### src/rtl/core/tts_pkg.sv
// ----------------------------------------------------------------------------
// tts_pkg
// Shared sizes, select codes and bundles of the tone sequencer.
// ----------------------------------------------------------------------------
`default_nettype none

package tts_pkg;

  localparam int NOTE_SLOTS = 32;
  localparam int POS_W      = $clog2(NOTE_SLOTS);
  // read addresses carry one extra bit so a look-ahead past the last slot is visible
  localparam int ADDR_W     = POS_W + 1;

  localparam int SLOT_W = 5;
  localparam int DUR_W  = 8;
  localparam int FREQ_W = 16;

  // next value of the current-slot window register
  typedef enum logic [2:0] {
    CUR_HOLD,
    CUR_MEM,
    CUR_NXT,
    CUR_DEC,
    CUR_ZERO
  } cur_sel_e;

  // next value of the look-ahead window register
  typedef enum logic [1:0] {
    NXT_HOLD,
    NXT_MEM,
    NXT_ZERO
  } nxt_sel_e;

  typedef struct packed {
    logic              wr_en;
    logic              wr_freq_en;
    logic [POS_W-1:0]  wr_addr;
    logic [DUR_W-1:0]  wr_dur;
    logic [FREQ_W-1:0] wr_freq;
    cur_sel_e          cur_sel;
    logic [ADDR_W-1:0] cur_addr;
    nxt_sel_e          nxt_sel;
    logic [ADDR_W-1:0] nxt_addr;
  } store_ctrl_t;

  typedef struct packed {
    logic              speaker_on;
    logic [FREQ_W-1:0] tone_frequency;
    logic [SLOT_W-1:0] play_position;
  } result_t;

endpackage

`default_nettype wire

### src/rtl/core/tick_driven_tone_sequencer.sv
// ----------------------------------------------------------------------------
// tick_driven_tone_sequencer
// Melody sequencer: note writes and timer ticks in, speaker state out.
// ----------------------------------------------------------------------------
// One item per clock, one result per item, delivered in the cycle after the
// transfer through a single result register; input stall follows output
// stall while that register holds an untaken result. The current slot and
// the slot after it are kept in window registers loaded from the note
// memory, so each item needs at most one memory write and two reads: the
// look-ahead read while playing, or slots 0 and 1 on the rewind of a write.
// Durations come out of reset as zero through per-slot valid bits; there is
// no clearing pass. Frequencies of unwritten slots are undefined.
`default_nettype none

module tick_driven_tone_sequencer (
  input  wire logic                        clk_i,
  input  wire logic                        rst_ni,
  input  wire logic                        cfg_we_i,
  input  wire logic                        cfg_wdata_i,
  input  wire logic                        in_valid_i,
  output logic                             in_stall_o,
  input  wire logic                        action_i,
  input  wire logic [tts_pkg::SLOT_W-1:0]  slot_i,
  input  wire logic [tts_pkg::DUR_W-1:0]   note_duration_i,
  input  wire logic [tts_pkg::FREQ_W-1:0]  note_frequency_i,
  output logic                             out_valid_o,
  input  wire logic                        out_stall_i,
  output logic                             speaker_on_o,
  output logic [tts_pkg::FREQ_W-1:0]       tone_frequency_o,
  output logic [tts_pkg::SLOT_W-1:0]       play_position_o
);
  import tts_pkg::*;

  logic             sound_enable_q;
  logic [POS_W-1:0] pos_q, pos_d;
  logic             playing_q, playing_d;

  logic              accept;
  logic              slot_in_range, at_last, advance;
  logic [DUR_W-1:0]  cur_dur, nxt_dur, dec_dur;
  logic [FREQ_W-1:0] cur_freq, nxt_freq;
  store_ctrl_t       ctrl;
  result_t           res_d, res_q;

  assign accept        = in_valid_i && !in_stall_o;
  assign slot_in_range = int'(slot_i) < NOTE_SLOTS;
  assign at_last       = pos_q == POS_W'(NOTE_SLOTS - 1);
  assign dec_dur       = cur_dur - DUR_W'(1);

  always_comb begin
    ctrl.wr_en      = 1'b0;
    ctrl.wr_freq_en = 1'b0;
    ctrl.wr_addr    = pos_q;
    ctrl.wr_dur     = dec_dur;
    ctrl.wr_freq    = note_frequency_i;
    ctrl.cur_sel    = CUR_HOLD;
    ctrl.cur_addr   = '0;
    ctrl.nxt_sel    = NXT_HOLD;
    ctrl.nxt_addr   = ADDR_W'(pos_q) + ADDR_W'(2);
    pos_d           = pos_q;
    playing_d       = playing_q;
    advance         = 1'b0;

    if (accept && sound_enable_q) begin
      if (action_i) begin
        // store the note (if the slot exists) and rewind to slot 0, idle
        ctrl.wr_en      = slot_in_range;
        ctrl.wr_freq_en = slot_in_range;
        ctrl.wr_addr    = POS_W'(slot_i);
        ctrl.wr_dur     = note_duration_i;
        ctrl.cur_sel    = CUR_MEM;
        ctrl.cur_addr   = '0;
        ctrl.nxt_sel    = NXT_MEM;
        ctrl.nxt_addr   = ADDR_W'(1);
        pos_d           = '0;
        playing_d       = 1'b0;
      end else if (playing_q) begin
        // count down in place
        ctrl.wr_en = 1'b1;
        if (dec_dur == '0) begin
          if (at_last || nxt_dur == '0) begin
            ctrl.cur_sel = CUR_ZERO;
            ctrl.nxt_sel = NXT_ZERO;
            pos_d        = '0;
            playing_d    = 1'b0;
          end else begin
            advance      = 1'b1;
            ctrl.cur_sel = CUR_NXT;
            ctrl.nxt_sel = NXT_MEM;
            pos_d        = pos_q + POS_W'(1);
          end
        end else begin
          ctrl.cur_sel = CUR_DEC;
        end
      end else if (cur_dur != '0) begin
        playing_d = 1'b1;
      end
    end

    res_d.speaker_on     = sound_enable_q && playing_d;
    res_d.tone_frequency = '0;
    if (sound_enable_q && playing_d) begin
      res_d.tone_frequency = advance ? nxt_freq : cur_freq;
    end
    res_d.play_position  = SLOT_W'(pos_d);
  end

  always_ff @(posedge clk_i or negedge rst_ni) begin
    if (!rst_ni) begin
      sound_enable_q <= 1'b1;
      pos_q          <= '0;
      playing_q      <= 1'b0;
    end else begin
      if (cfg_we_i) begin
        sound_enable_q <= cfg_wdata_i;
      end
      pos_q     <= pos_d;
      playing_q <= playing_d;
    end
  end

  tts_note_store u_store (
    .clk_i      (clk_i),
    .rst_ni     (rst_ni),
    .ctrl_i     (ctrl),
    .cur_dur_o  (cur_dur),
    .nxt_dur_o  (nxt_dur),
    .cur_freq_o (cur_freq),
    .nxt_freq_o (nxt_freq)
  );

  tts_out_reg u_out (
    .clk_i       (clk_i),
    .rst_ni      (rst_ni),
    .load_i      (accept),
    .result_i    (res_d),
    .out_stall_i (out_stall_i),
    .out_valid_o (out_valid_o),
    .result_o    (res_q)
  );

  assign in_stall_o       = out_valid_o && out_stall_i;
  assign speaker_on_o     = res_q.speaker_on;
  assign tone_frequency_o = res_q.tone_frequency;
  assign play_position_o  = res_q.play_position;

  // a sounding slot always has ticks left
  assert property (@(posedge clk_i) disable iff (!rst_ni)
    playing_q |-> cur_dur != '0)
    else $error("playing with an empty current slot");

  // idle playback always sits at slot 0
  assert property (@(posedge clk_i) disable iff (!rst_ni)
    !playing_q |-> pos_q == '0)
    else $error("idle sequencer away from slot 0");

  // a note write with sound on always leaves the speaker silent
  assert property (@(posedge clk_i) disable iff (!rst_ni)
    accept && action_i && sound_enable_q
      |=> out_valid_o && !speaker_on_o && play_position_o == '0)
    else $error("note write did not silence playback");

  // a silent result carries no tone
  assert property (@(posedge clk_i) disable iff (!rst_ni)
    out_valid_o && !speaker_on_o |-> tone_frequency_o == '0)
    else $error("tone reported while silent");

  // disabled sound freezes playback state
  assert property (@(posedge clk_i) disable iff (!rst_ni)
    !sound_enable_q && !cfg_we_i |=> $stable(pos_q) && $stable(playing_q))
    else $error("playback moved while sound disabled");

endmodule

`default_nettype wire

### src/rtl/core/tts_note_store.sv
// ----------------------------------------------------------------------------
// tts_note_store
// Note memory (duration and frequency) with a two-entry read window:
// the current slot and the slot after it, both held in registers.
// ----------------------------------------------------------------------------
`default_nettype none

module tts_note_store (
  input  wire logic                        clk_i,
  input  wire logic                        rst_ni,
  input  wire tts_pkg::store_ctrl_t        ctrl_i,
  output logic [tts_pkg::DUR_W-1:0]        cur_dur_o,
  output logic [tts_pkg::DUR_W-1:0]        nxt_dur_o,
  output logic [tts_pkg::FREQ_W-1:0]       cur_freq_o,
  output logic [tts_pkg::FREQ_W-1:0]       nxt_freq_o
);
  import tts_pkg::*;

  logic [DUR_W-1:0]      dur_mem  [NOTE_SLOTS];
  logic [FREQ_W-1:0]     freq_mem [NOTE_SLOTS];
  logic [NOTE_SLOTS-1:0] valid_q;

  logic [DUR_W-1:0]  cur_dur_q, nxt_dur_q;
  logic [FREQ_W-1:0] cur_freq_q, nxt_freq_q;

  logic [POS_W-1:0] cur_idx, nxt_idx;
  logic             cur_in, nxt_in;
  logic             cur_hit, nxt_hit, cur_fhit, nxt_fhit;

  assign cur_idx  = ctrl_i.cur_addr[POS_W-1:0];
  assign nxt_idx  = ctrl_i.nxt_addr[POS_W-1:0];
  assign cur_in   = ctrl_i.cur_addr < ADDR_W'(NOTE_SLOTS);
  assign nxt_in   = ctrl_i.nxt_addr < ADDR_W'(NOTE_SLOTS);
  assign cur_hit  = ctrl_i.wr_en && ({1'b0, ctrl_i.wr_addr} == ctrl_i.cur_addr);
  assign nxt_hit  = ctrl_i.wr_en && ({1'b0, ctrl_i.wr_addr} == ctrl_i.nxt_addr);
  assign cur_fhit = ctrl_i.wr_freq_en && ({1'b0, ctrl_i.wr_addr} == ctrl_i.cur_addr);
  assign nxt_fhit = ctrl_i.wr_freq_en && ({1'b0, ctrl_i.wr_addr} == ctrl_i.nxt_addr);

  // durations reset to zero through the valid bits
  always_ff @(posedge clk_i or negedge rst_ni) begin
    if (!rst_ni) begin
      valid_q   <= '0;
      cur_dur_q <= '0;
      nxt_dur_q <= '0;
    end else begin
      if (ctrl_i.wr_en) begin
        valid_q[ctrl_i.wr_addr] <= 1'b1;
      end
      unique case (ctrl_i.cur_sel)
        CUR_MEM: begin
          if (cur_hit) begin
            cur_dur_q <= ctrl_i.wr_dur;
          end else if (cur_in && valid_q[cur_idx]) begin
            cur_dur_q <= dur_mem[cur_idx];
          end else begin
            cur_dur_q <= '0;
          end
        end
        CUR_NXT:  cur_dur_q <= nxt_dur_q;
        CUR_DEC:  cur_dur_q <= cur_dur_q - DUR_W'(1);
        CUR_ZERO: cur_dur_q <= '0;
        default: ;
      endcase
      unique case (ctrl_i.nxt_sel)
        NXT_MEM: begin
          if (nxt_hit) begin
            nxt_dur_q <= ctrl_i.wr_dur;
          end else if (nxt_in && valid_q[nxt_idx]) begin
            nxt_dur_q <= dur_mem[nxt_idx];
          end else begin
            nxt_dur_q <= '0;
          end
        end
        NXT_ZERO: nxt_dur_q <= '0;
        default: ;
      endcase
    end
  end

  always_ff @(posedge clk_i) begin
    if (ctrl_i.wr_en) begin
      dur_mem[ctrl_i.wr_addr] <= ctrl_i.wr_dur;
    end
    if (ctrl_i.wr_freq_en) begin
      freq_mem[ctrl_i.wr_addr] <= ctrl_i.wr_freq;
    end
    unique case (ctrl_i.cur_sel)
      CUR_MEM: cur_freq_q <= cur_fhit ? ctrl_i.wr_freq : freq_mem[cur_idx];
      CUR_NXT: cur_freq_q <= nxt_freq_q;
      default: ;
    endcase
    unique case (ctrl_i.nxt_sel)
      NXT_MEM: nxt_freq_q <= nxt_fhit ? ctrl_i.wr_freq : freq_mem[nxt_idx];
      default: ;
    endcase
  end

  assign cur_dur_o  = cur_dur_q;
  assign nxt_dur_o  = nxt_dur_q;
  assign cur_freq_o = cur_freq_q;
  assign nxt_freq_o = nxt_freq_q;

endmodule

`default_nettype wire

### src/rtl/core/tts_out_reg.sv
// ----------------------------------------------------------------------------
// tts_out_reg
// Result register with valid/stall handshake toward the sink.
// ----------------------------------------------------------------------------
`default_nettype none

module tts_out_reg (
  input  wire logic             clk_i,
  input  wire logic             rst_ni,
  input  wire logic             load_i,
  input  wire tts_pkg::result_t result_i,
  input  wire logic             out_stall_i,
  output logic                  out_valid_o,
  output tts_pkg::result_t      result_o
);
  import tts_pkg::*;

  logic    valid_q, valid_d;
  result_t result_q;

  always_comb begin
    priority if (load_i) begin
      valid_d = 1'b1;
    end else if (out_stall_i) begin
      valid_d = valid_q;
    end else begin
      valid_d = 1'b0;
    end
  end

  always_ff @(posedge clk_i or negedge rst_ni) begin
    if (!rst_ni) begin
      valid_q <= 1'b0;
    end else begin
      valid_q <= valid_d;
    end
  end

  always_ff @(posedge clk_i) begin
    if (load_i) begin
      result_q <= result_i;
    end
  end

  assign out_valid_o = valid_q;
  assign result_o    = result_q;

endmodule

`default_nettype wire

### config.mk
export PLATFORM = sky130hd
export DESIGN_NAME = tick_driven_tone_sequencer
export DESIGN_NICKNAME = d
export VERILOG_FILES = /design/src/rtl/core/tts_pkg.sv /design/src/rtl/core/tick_driven_tone_sequencer.sv /design/src/rtl/core/tts_note_store.sv /design/src/rtl/core/tts_out_reg.sv
export SDC_FILE = /design/constraint.sdc
export NUM_CORES = 1
export LEC_CHECK = 0
export BUFFER_PORTS_ARGS = -buffer_cell sky130_fd_sc_hd__buf_2
export CORE_UTILIZATION = 35
export DETAILED_ROUTE_END_ITERATION = 6
export SYNTH_ARGS = -nofsm -noshare
export SYNTH_HDL_FRONTEND = slang
export SYNTH_SLANG_ARGS = --single-unit
export TNS_END_PERCENT = 1
### constraint.sdc
create_clock -name clk_i -period 4.4 [get_ports clk_i]
set_clock_uncertainty 0.1 [all_clocks]
set_input_delay 0.44 -clock clk_i [delete_from_list [all_inputs] [get_ports clk_i]]
set_output_delay 0.44 -clock clk_i [all_outputs]
set_load 0.05 [all_outputs]
==> results of run 1 <==
## routing by layer
| layer | vias to the layer above | global-route usage (%) | part of all wire (%) |
|---|---|---|---|
| met1 | 11736 | 27.7 | 43 |
| met4 | 8 | 6.07 | 2.4 |
| met5 | - | 0 | 0.048 |
| met2 | 1153 | 30.2 | 46 |
| met3 | 161 | 3.87 | 8.6 |
| li1 | 9878 | - | - |
## worst paths after layout
kind / endpoint / depth (start not counted) / start / slack (ns)
setup / recovery: u_store.nxt_dur_o[5] / 12 / u_store.cur_dur_o[4] / 0.35
hold / removal: u_out.out_valid_o / 3 / out_stall_i / 0.05
setup reg to reg: u_store.nxt_dur_o[5] / 12 / u_store.cur_dur_o[4] / 0.35
hold reg to reg: u_store.valid_q[28] / 1 / u_store.valid_q[28] / 0.37
max in group asynchronous: u_store.valid_q[1] / 3 / rst_ni / 2.90
min in group asynchronous: u_store.valid_q[25] / 2 / rst_ni / 0.29
## state kept, by name, summed over array words and instances, names as in the netlist, 8 cells and up
signal / count
u_store.freq_mem: 512
u_store.dur_mem: 256
u_store.valid_q: 32
u_out.result_o: 22
u_store.cur_freq_o: 16
u_store.nxt_freq_o: 16
u_store.cur_dur_o: 8
u_store.nxt_dur_o: 8
## synth_stat cells (12+ instances only)
library cell,count
a2111oi_0,12
a211oi_1,51
a21oi_1,92
a221oi_1,34
a311oi_1,15
a31oi_1,21
buf_1,15
buf_2,59
buf_4,13
clkbuf_1,78
dfrtp_1,55
edfxtp_1,822
inv_1,25
mux2_2,83
mux2i_1,151
mux4_2,42
nand2_1,169
nand2b_1,20
nand3_1,32
nor2_1,151
nor3_1,22
o211ai_1,33
o21ai_0,70
o21bai_1,18
o221ai_1,24
o22ai_1,34
o311ai_0,16
o31ai_1,20
or2_2,19
## cell families after synthesis
| kind of cell | synth area share [%] |
|---|---|
| xor gates and xnor gates | 0.142 |
| DFF | 70.6 |
| adders and majority gates | 0.271 |
| AOI/OAI and AO/OA | 10.9 |
| muxes | 9.18 |
| and+or+nand+nor | 6.37 |
| buffers and inverters | 2.46 |
## tightest hold or removal path, stage by stage
cell	delay, ns
buf_2	0.09
and2_1	0.13
or2_2	0.10
## metrics by stage
stage                     hold WS, ns  std cells  total power, µW
after floorplan                0.0444       2416            12200
after global routing           0.0562       3984            21500
after global placement          0.341       3824            13600
after detailed placement        0.352       3824            13600
final                          0.0473       3985            20900
after CTS                      0.0155       3984            21000
## final cells by class
class / instances / area (µm²)
Timing Repair Buffer: 202 / 1440
Fill cell: 9387 / 61900
Tap cell: 1380 / 1730
Antenna cell: 1 / 2.50
Sequential cell: 878 / 26100
Inverter: 29 / 109
Multi-Input combinational cell: 1339 / 10100
Clock buffer: 98 / 2180
Clock inverter: 58 / 614
## cell usage in the layout (no fill, tap or decap), types with 24 or more instances in the layout
| cell | instances |
|---|---|
| nand2_1 | 169 |
| mux2i_1 | 151 |
| nor2_1 | 150 |
| buf_2 | 59 |
| edfxtp_1 | 822 |
| a211oi_1 | 51 |
| a21oi_1 | 91 |
| o21ai_0 | 69 |
| o221ai_1 | 24 |
| clkbuf_16 | 85 |
| inv_1 | 24 |
| o22ai_1 | 34 |
| a221oi_1 | 34 |
| nand3_1 | 32 |
| mux2_2 | 83 |
| buf_4 | 134 |
| dfrtp_1 | 53 |
| mux4_2 | 42 |
| o211ai_1 | 33 |
## report_power, final
part	switching, µW	internal, µW	total (µW)
Clock	3180	4170	7350
Combinational	2440	1000	3450
Sequential	171	9890	10100
Total	5800	15100	20900
==> summary.md, run 1 <==
| Metric | Value |
|---|---|
| Status | `finished clean` |
| Wirelength per Cell | `26.4 µm` |
| FF+latch count, synth | `about 880` |
| Crit. End Element | `flip-flop` |
| # DRC | `0` |
| Area grow syn2layout | `14.4%` |
| Slew HR | `between 15 and 20%` |
| Crit Path Max Fanout | `16` |
| TritonCTS Sinks | `878` |
| Synth area leader | `edfxtp_1` |
| Syn Inst Count | `2416` |
| Post-CTS Hold Fix Bufs | `4` |
| Top delay family on crit path | `compound AO/OA/AOI/OAI gates` |
| Iter 0 DRT Violations | `about 2.7k` |
| Pre-CTS WS | `0.355 ns` |
| Top_reg_cell synth | `edfxtp_1` |
| Async SR Flop Fraction | `between 6 and 7%` |
| Overall routed net length | `approximately 110 mm` |
| Crit path kind | `flip-flop to flip-flop` |
| Setup TNS | `0 ns` |
| Post-synth EDFFs | `between 800 and 900` |
| Worst Hold Class | `primary input to flip-flop` |
| Maximum clock frequency | `247 MHz` |
| CP bufs+invs | `1` |
| Num CTS Buffers | `84` |
| Area of the mapped netlist | `36900 µm²` |
| Final setup vio count | `0` |
| Die W | `327 µm` |
| Worst Path Arrival | `4.44 ns` |
| GRT overflow | `0` |
| Largest stage delay, worst path | `around 0.60 ns` |
| # IOs | `60` |
| Hold Violations, Final | `0` |
| CP required | `~4.8 ns` |
| Largest net degree at the start of global routing | `between 60 and 70` |
| Syn avg cell area | `approximately 15 µm²` |
| Clk buf depth | `3` |
| Final period util | `around nine tenths` |
| Slowest CP cell | `or4_4` |
| Initial Utilization | `a little over a third` |
| Post-CTS sizing | `0` |
| Area contributors post-synth | `edfxtp_1, mux2i_1, dfrtp_1` |
| H-tree Lvls | `3` |
| Post-synthesis sequential area ratio | `70.6%` |
| Die area | `roughly 110000 µm²` |
| Port bufs | `between 50 and 60` |
| Final ANT Viol Nets | `0` |
| Startpoint Class | `flip-flop` |
| Max-slew violations | `0` |
| Power per cell area | `about 490 nW/µm²` |
| Final min period | `roughly 4.0 ns` |
| Vias | `22.9k` |
| CTS tree | `done` |
| Clock transition at path regs | `about 0.06 ns` |
| Worst-Skew Late Latency | `0.67 ns` |
| Finished Core Util | `between 40% and 50%` |
| Share of the synthesized area in the top cell type | `roughly 67%` |
| Core Area | `~100000 µm²` |
| Distinct cells, synth | `between 80 and 90` |
| Worst-Margin Slew | `1.24 ns` |
| Fin area | `~42000 µm²` |
| CP dominant cell by count | `nor2_1` |
| Layout Nets | `roughly 2.6k` |
| Clk root buf | `clkbuf_16` |
| Setup bufs post-CTS | `0` |
| DP HPWL | `roughly 67 mm` |
| Vias per cell | `5.76` |
| YS warnings | `0` |
| Final WS setup | `0.352 ns` |
| Max Cap Violations | `0` |
| Share of cells above drive strength 1 | `20.0%` |
| Leak Pwr | `0.0135 µW` |
| Cell Area, Placed | `39400 µm²` |
| Tot GR Track Use | `a little under 20%` |
| GP Congestion | `~0.9` |
| DR pass1 iterations | `6` |
| Vias in the first global route | `roughly 23k` |
| Maximum vdd ir drop | `approximately 0.56 mV` |
| First-pass GRT wire length | `about 160 mm` |
| Die Span Y | `between 300 and 400 µm` |
| Crit path cell chain | `or4_4 -> o41a_1 -> nor2_2 -> nand3_4 -> o31ai_2 -> inv_1 -> ha_1 -> nor2_1 -> o21ai_0 -> nor2_1 -> a32oi_1 -> o221ai_1` |
| Antenna violations before repair | `8` |
| RSZ-0062 raised after global routing | `false` |
| Net Count, Synth | `about 2.5k` |
| Rows | `roughly 120` |
(Power assumes the default switching activity.)
==> run 2, diff against run 1 <==
--- a/config.mk
+++ b/config.mk
@@ -6,8 +6,10 @@
 export NUM_CORES = 1
 export LEC_CHECK = 0
 export BUFFER_PORTS_ARGS = -buffer_cell sky130_fd_sc_hd__buf_2
-export CORE_UTILIZATION = 35
+export CORE_UTILIZATION = 40
+export CTS_CLUSTER_DIAMETER = 30
 export DETAILED_ROUTE_END_ITERATION = 6
+export REMOVE_ABC_BUFFERS = 1
 export SYNTH_ARGS = -nofsm -noshare
 export SYNTH_HDL_FRONTEND = slang
 export SYNTH_SLANG_ARGS = --single-unit
==> run 2 against run 1 <==
First-iteration DRC count fell by 4.1%. Via count is 3.4% higher. Maximum frequency down 0.35%. Cell count is 1.8% lower. Combinational power up 2%. Cell area rose by 5.4%. Flip-flop and latch count stayed put. Sequential power is essentially flat. Register-to-register slack is essentially flat. Setup slack lost 0.014 ns.
==> summary.md, run 2 (synthesized netlist as in run 1, its figures left out) <==
| Metric | Value |
|---|---|
| Iter 0 DRT Violations | `2624 (-4.1%)` |
| Biggest regs | `u_store.freq_mem (512), u_store.dur_mem (256), u_store.valid_q (32)` |
| Crit. End Element | `flip-flop` |
| Setup bufs post-CTS | `0 (unchanged)` |
| Hold Violations, Final | `0 (unchanged)` |
| Share of cells above drive strength 1 | `23.1% (+3.1 points)` |
| Total power | `25800 µW (+23%)` |
| Worst-Skew Late Latency | `0.74 ns (+0.07 ns)` |
| DR pass1 iterations | `5 (-1)` |
| Initial Utilization | `40.4% (+4.9 points)` |
| GR Util met3 | `5.39% (+1.5 points)` |
| Max-slew violations | `0 (unchanged)` |
| H-tree Lvls | `4 (+1)` |
| Tot GR Track Use | `23.3% (+3.8 points)` |
| RSZ-0062 raised after global routing | `false` |
| Rows | `111 (-5.9%)` |
| Fin area | `44500 µm² (+5.4%)` |
| Commonest non-fill, non-tap cell in the layout | `edfxtp_1` |
| CP required | `4.87 ns (+0.08 ns)` |
| # DRC | `0 (unchanged)` |
| Maximum vdd ir drop | `0.428 mV (-24%)` |
| HP Start | `note_duration_i[6]` |
| Reg2reg start | `u_store.cur_dur_o[0]` |
| Vias | `23.7k (+3.4%)` |
| Placed cells | `3609 (-5.6%)` |
| Crit. Startpoint | `u_store.cur_dur_o[0]` |
| Tightest hold margin | `0.0986 ns (+0.0513 ns)` |
| Antenna violations before repair | `3 (-5)` |
| Most frequent cells in the layout | `edfxtp_1, nand2_1, clkbuf_16, mux2i_1, nor2_1` |
| Final min period | `4.06 ns (+0.0143 ns)` |
| Vias in the first global route | `24.2k (+5.9%)` |
| Max Cap Violations | `0 (unchanged)` |
| Final period util | `92.3% (+0.32 points)` |
| Leak Pwr | `0.0147 µW (+8.5%)` |
| Vias per cell | `6.06 (+5.3%)` |
| Die area | `93500 µm² (-12%)` |
| Clk buf depth | `3 (unchanged)` |
| Core Area | `91500 µm² (-12%)` |
| Post-CTS Hold Fix Bufs | `6 (+2)` |
| Power per cell area | `579 nW/µm² (+17%)` |
| # IOs | `60 (unchanged)` |
| Largest net degree at the start of global routing | `100 (+54%)` |
| Die Span Y | `306 µm (-6.4%)` |
| Startpoint Class | `flip-flop` |
| Wirelength per Cell | `28.0 µm (+6.2%)` |
| Worst-Margin Slew | `1.27 ns (+0.0372 ns)` |
| Register name with the most flops | `u_store.freq_mem` |
| GRT overflow | `0 (unchanged)` |
| Cell Area, Placed | `39100 µm² (-0.88%)` |
| Num CTS Buffers | `159 (+89%)` |
| Post-CTS sizing | `0 (unchanged)` |
| Port bufs | `59 (unchanged)` |
| Layout Nets | `2634 (+2.2%)` |
| Crit Path Max Fanout | `10 (-6)` |
| CTS tree | `done` |
| Die W | `306 µm (-6.4%)` |
| GR Layer Usage met2 | `38.2% (+8.0 points)` |
| Crit path kind | `flip-flop to flip-flop` |
| Clock transition at path regs | `0.05 ns (about the same)` |
| Maximum clock frequency | `246 MHz (-0.35%)` |
| Crit path cell chain | `inv_1 -> ha_1 -> xor2_1 -> nor3b_1 -> nor4b_4 -> nand3_4 -> o31ai_2 -> inv_1 -> ha_1 -> nor2_1 -> o21ai_0 -> nor2_1 -> a32oi_1 -> o221ai_1` |
| Area grow syn2layout | `20.5%` |
| Setup TNS | `0 ns (unchanged)` |
| Status | `finished clean` |
| Overall routed net length | `110 mm (+4.3%)` |
| Worst Path Arrival | `4.54 ns (+0.10 ns)` |
| Final ANT Viol Nets | `0 (unchanged)` |
| Clk root buf | `clkbuf_16` |
| Grt peak-use layer | `met2` |
| Max FFs per register | `512 (unchanged)` |
| Worst Hold Class | `primary input to flip-flop` |
| M1 GR Usage | `28.8% (+1.2 points)` |
| Slowest CP cell | `a32oi_1` |
| TritonCTS Sinks | `878 (unchanged)` |
| DP HPWL | `68.2 mm (+2.0%)` |
| Largest stage delay, worst path | `0.63 ns (+0.03 ns)` |
| GP Congestion | `0.929 (+3.3%)` |
| Final setup vio count | `0 (unchanged)` |
| Post-Layout Cell Count | `3912 (-1.8%)` |
| Slew HR | `12.9% (-4.6 points)` |
| First-pass GRT wire length | `160 mm (+2.8%)` |
-- run 2: cell types whose count changed in the layout (fill, tap and decap cells not counted), sizes merged --
cell | before | now
bufinv | 10 | 19
buf | 198 | 177
clkinv | 42 | 60
clkbuf | 98 | 183
clkinvlp | 3 | 16
dlygate4sd3 | 4 | 6
inv | 32 | 47
-- run 2: final timing paths --
check | endpoint | slack, ns | cells after the start
setup / recovery | u_store.nxt_dur_o[5] | 0.34 | 14
hold / removal | u_store.nxt_dur_o[6] | 0.1 | 4
setup reg to reg | u_store.nxt_dur_o[5] | 0.34 | 14
hold reg to reg | u_store.valid_q[28] | 0.36 | 1
max in group asynchronous | sound_enable_q | 2.90 | 3
min in group asynchronous | u_store.valid_q[25] | 0.31 | 2
-- run 2: worst max-delay path, delay by kind of cell (launching register included) --
kind / cells / cell delay [ns]
flops: 1 / 0.52
compound gates: 4 / 1.20
buf+inv: 2 / 0.22
xor+xnor: 1 / 0.18
fa+ha+maj: 2 / 0.77
simple gates: 5 / 0.92
-- run 2: per-layer routing --
metal,vias up,share of wire (%)
met2,1254,48
met4,6,5.0
met1,12057,39
li1,10059,-
met3,337,8.0
met5,-,0.024
-- run 2: area by class of cell --
cell class | instances | area (µm²)
Multi-Input combinational cell | 1339 | 10100
Sequential cell | 878 | 26100
Tap cell | 1186 | 1480
Timing Repair Buffer | 183 | 1340
Fill cell | 7626 | 47000
Antenna cell | 1 | 2.50
Clock buffer | 183 | 4150
Clock inverter | 113 | 1240
Inverter | 29 | 110
-- run 2: power by group --
group          internal, µW  switching (µW)  leakage (µW)
Combinational          1020            2500       0.00390
Sequential             9910             169       0.00816
Clock                  7930            4230       0.00260
Total                 18900            6900        0.0147
-- run 2: per-stage QoR --
stage	setup WS [ns]	util [%]
floorplan	-8.21	-
global placement	0.448	42.7
detailed placement	0.383	42.7
CTS	0.363	48.6
global route	0.0344	48.6
finish	0.338	48.6
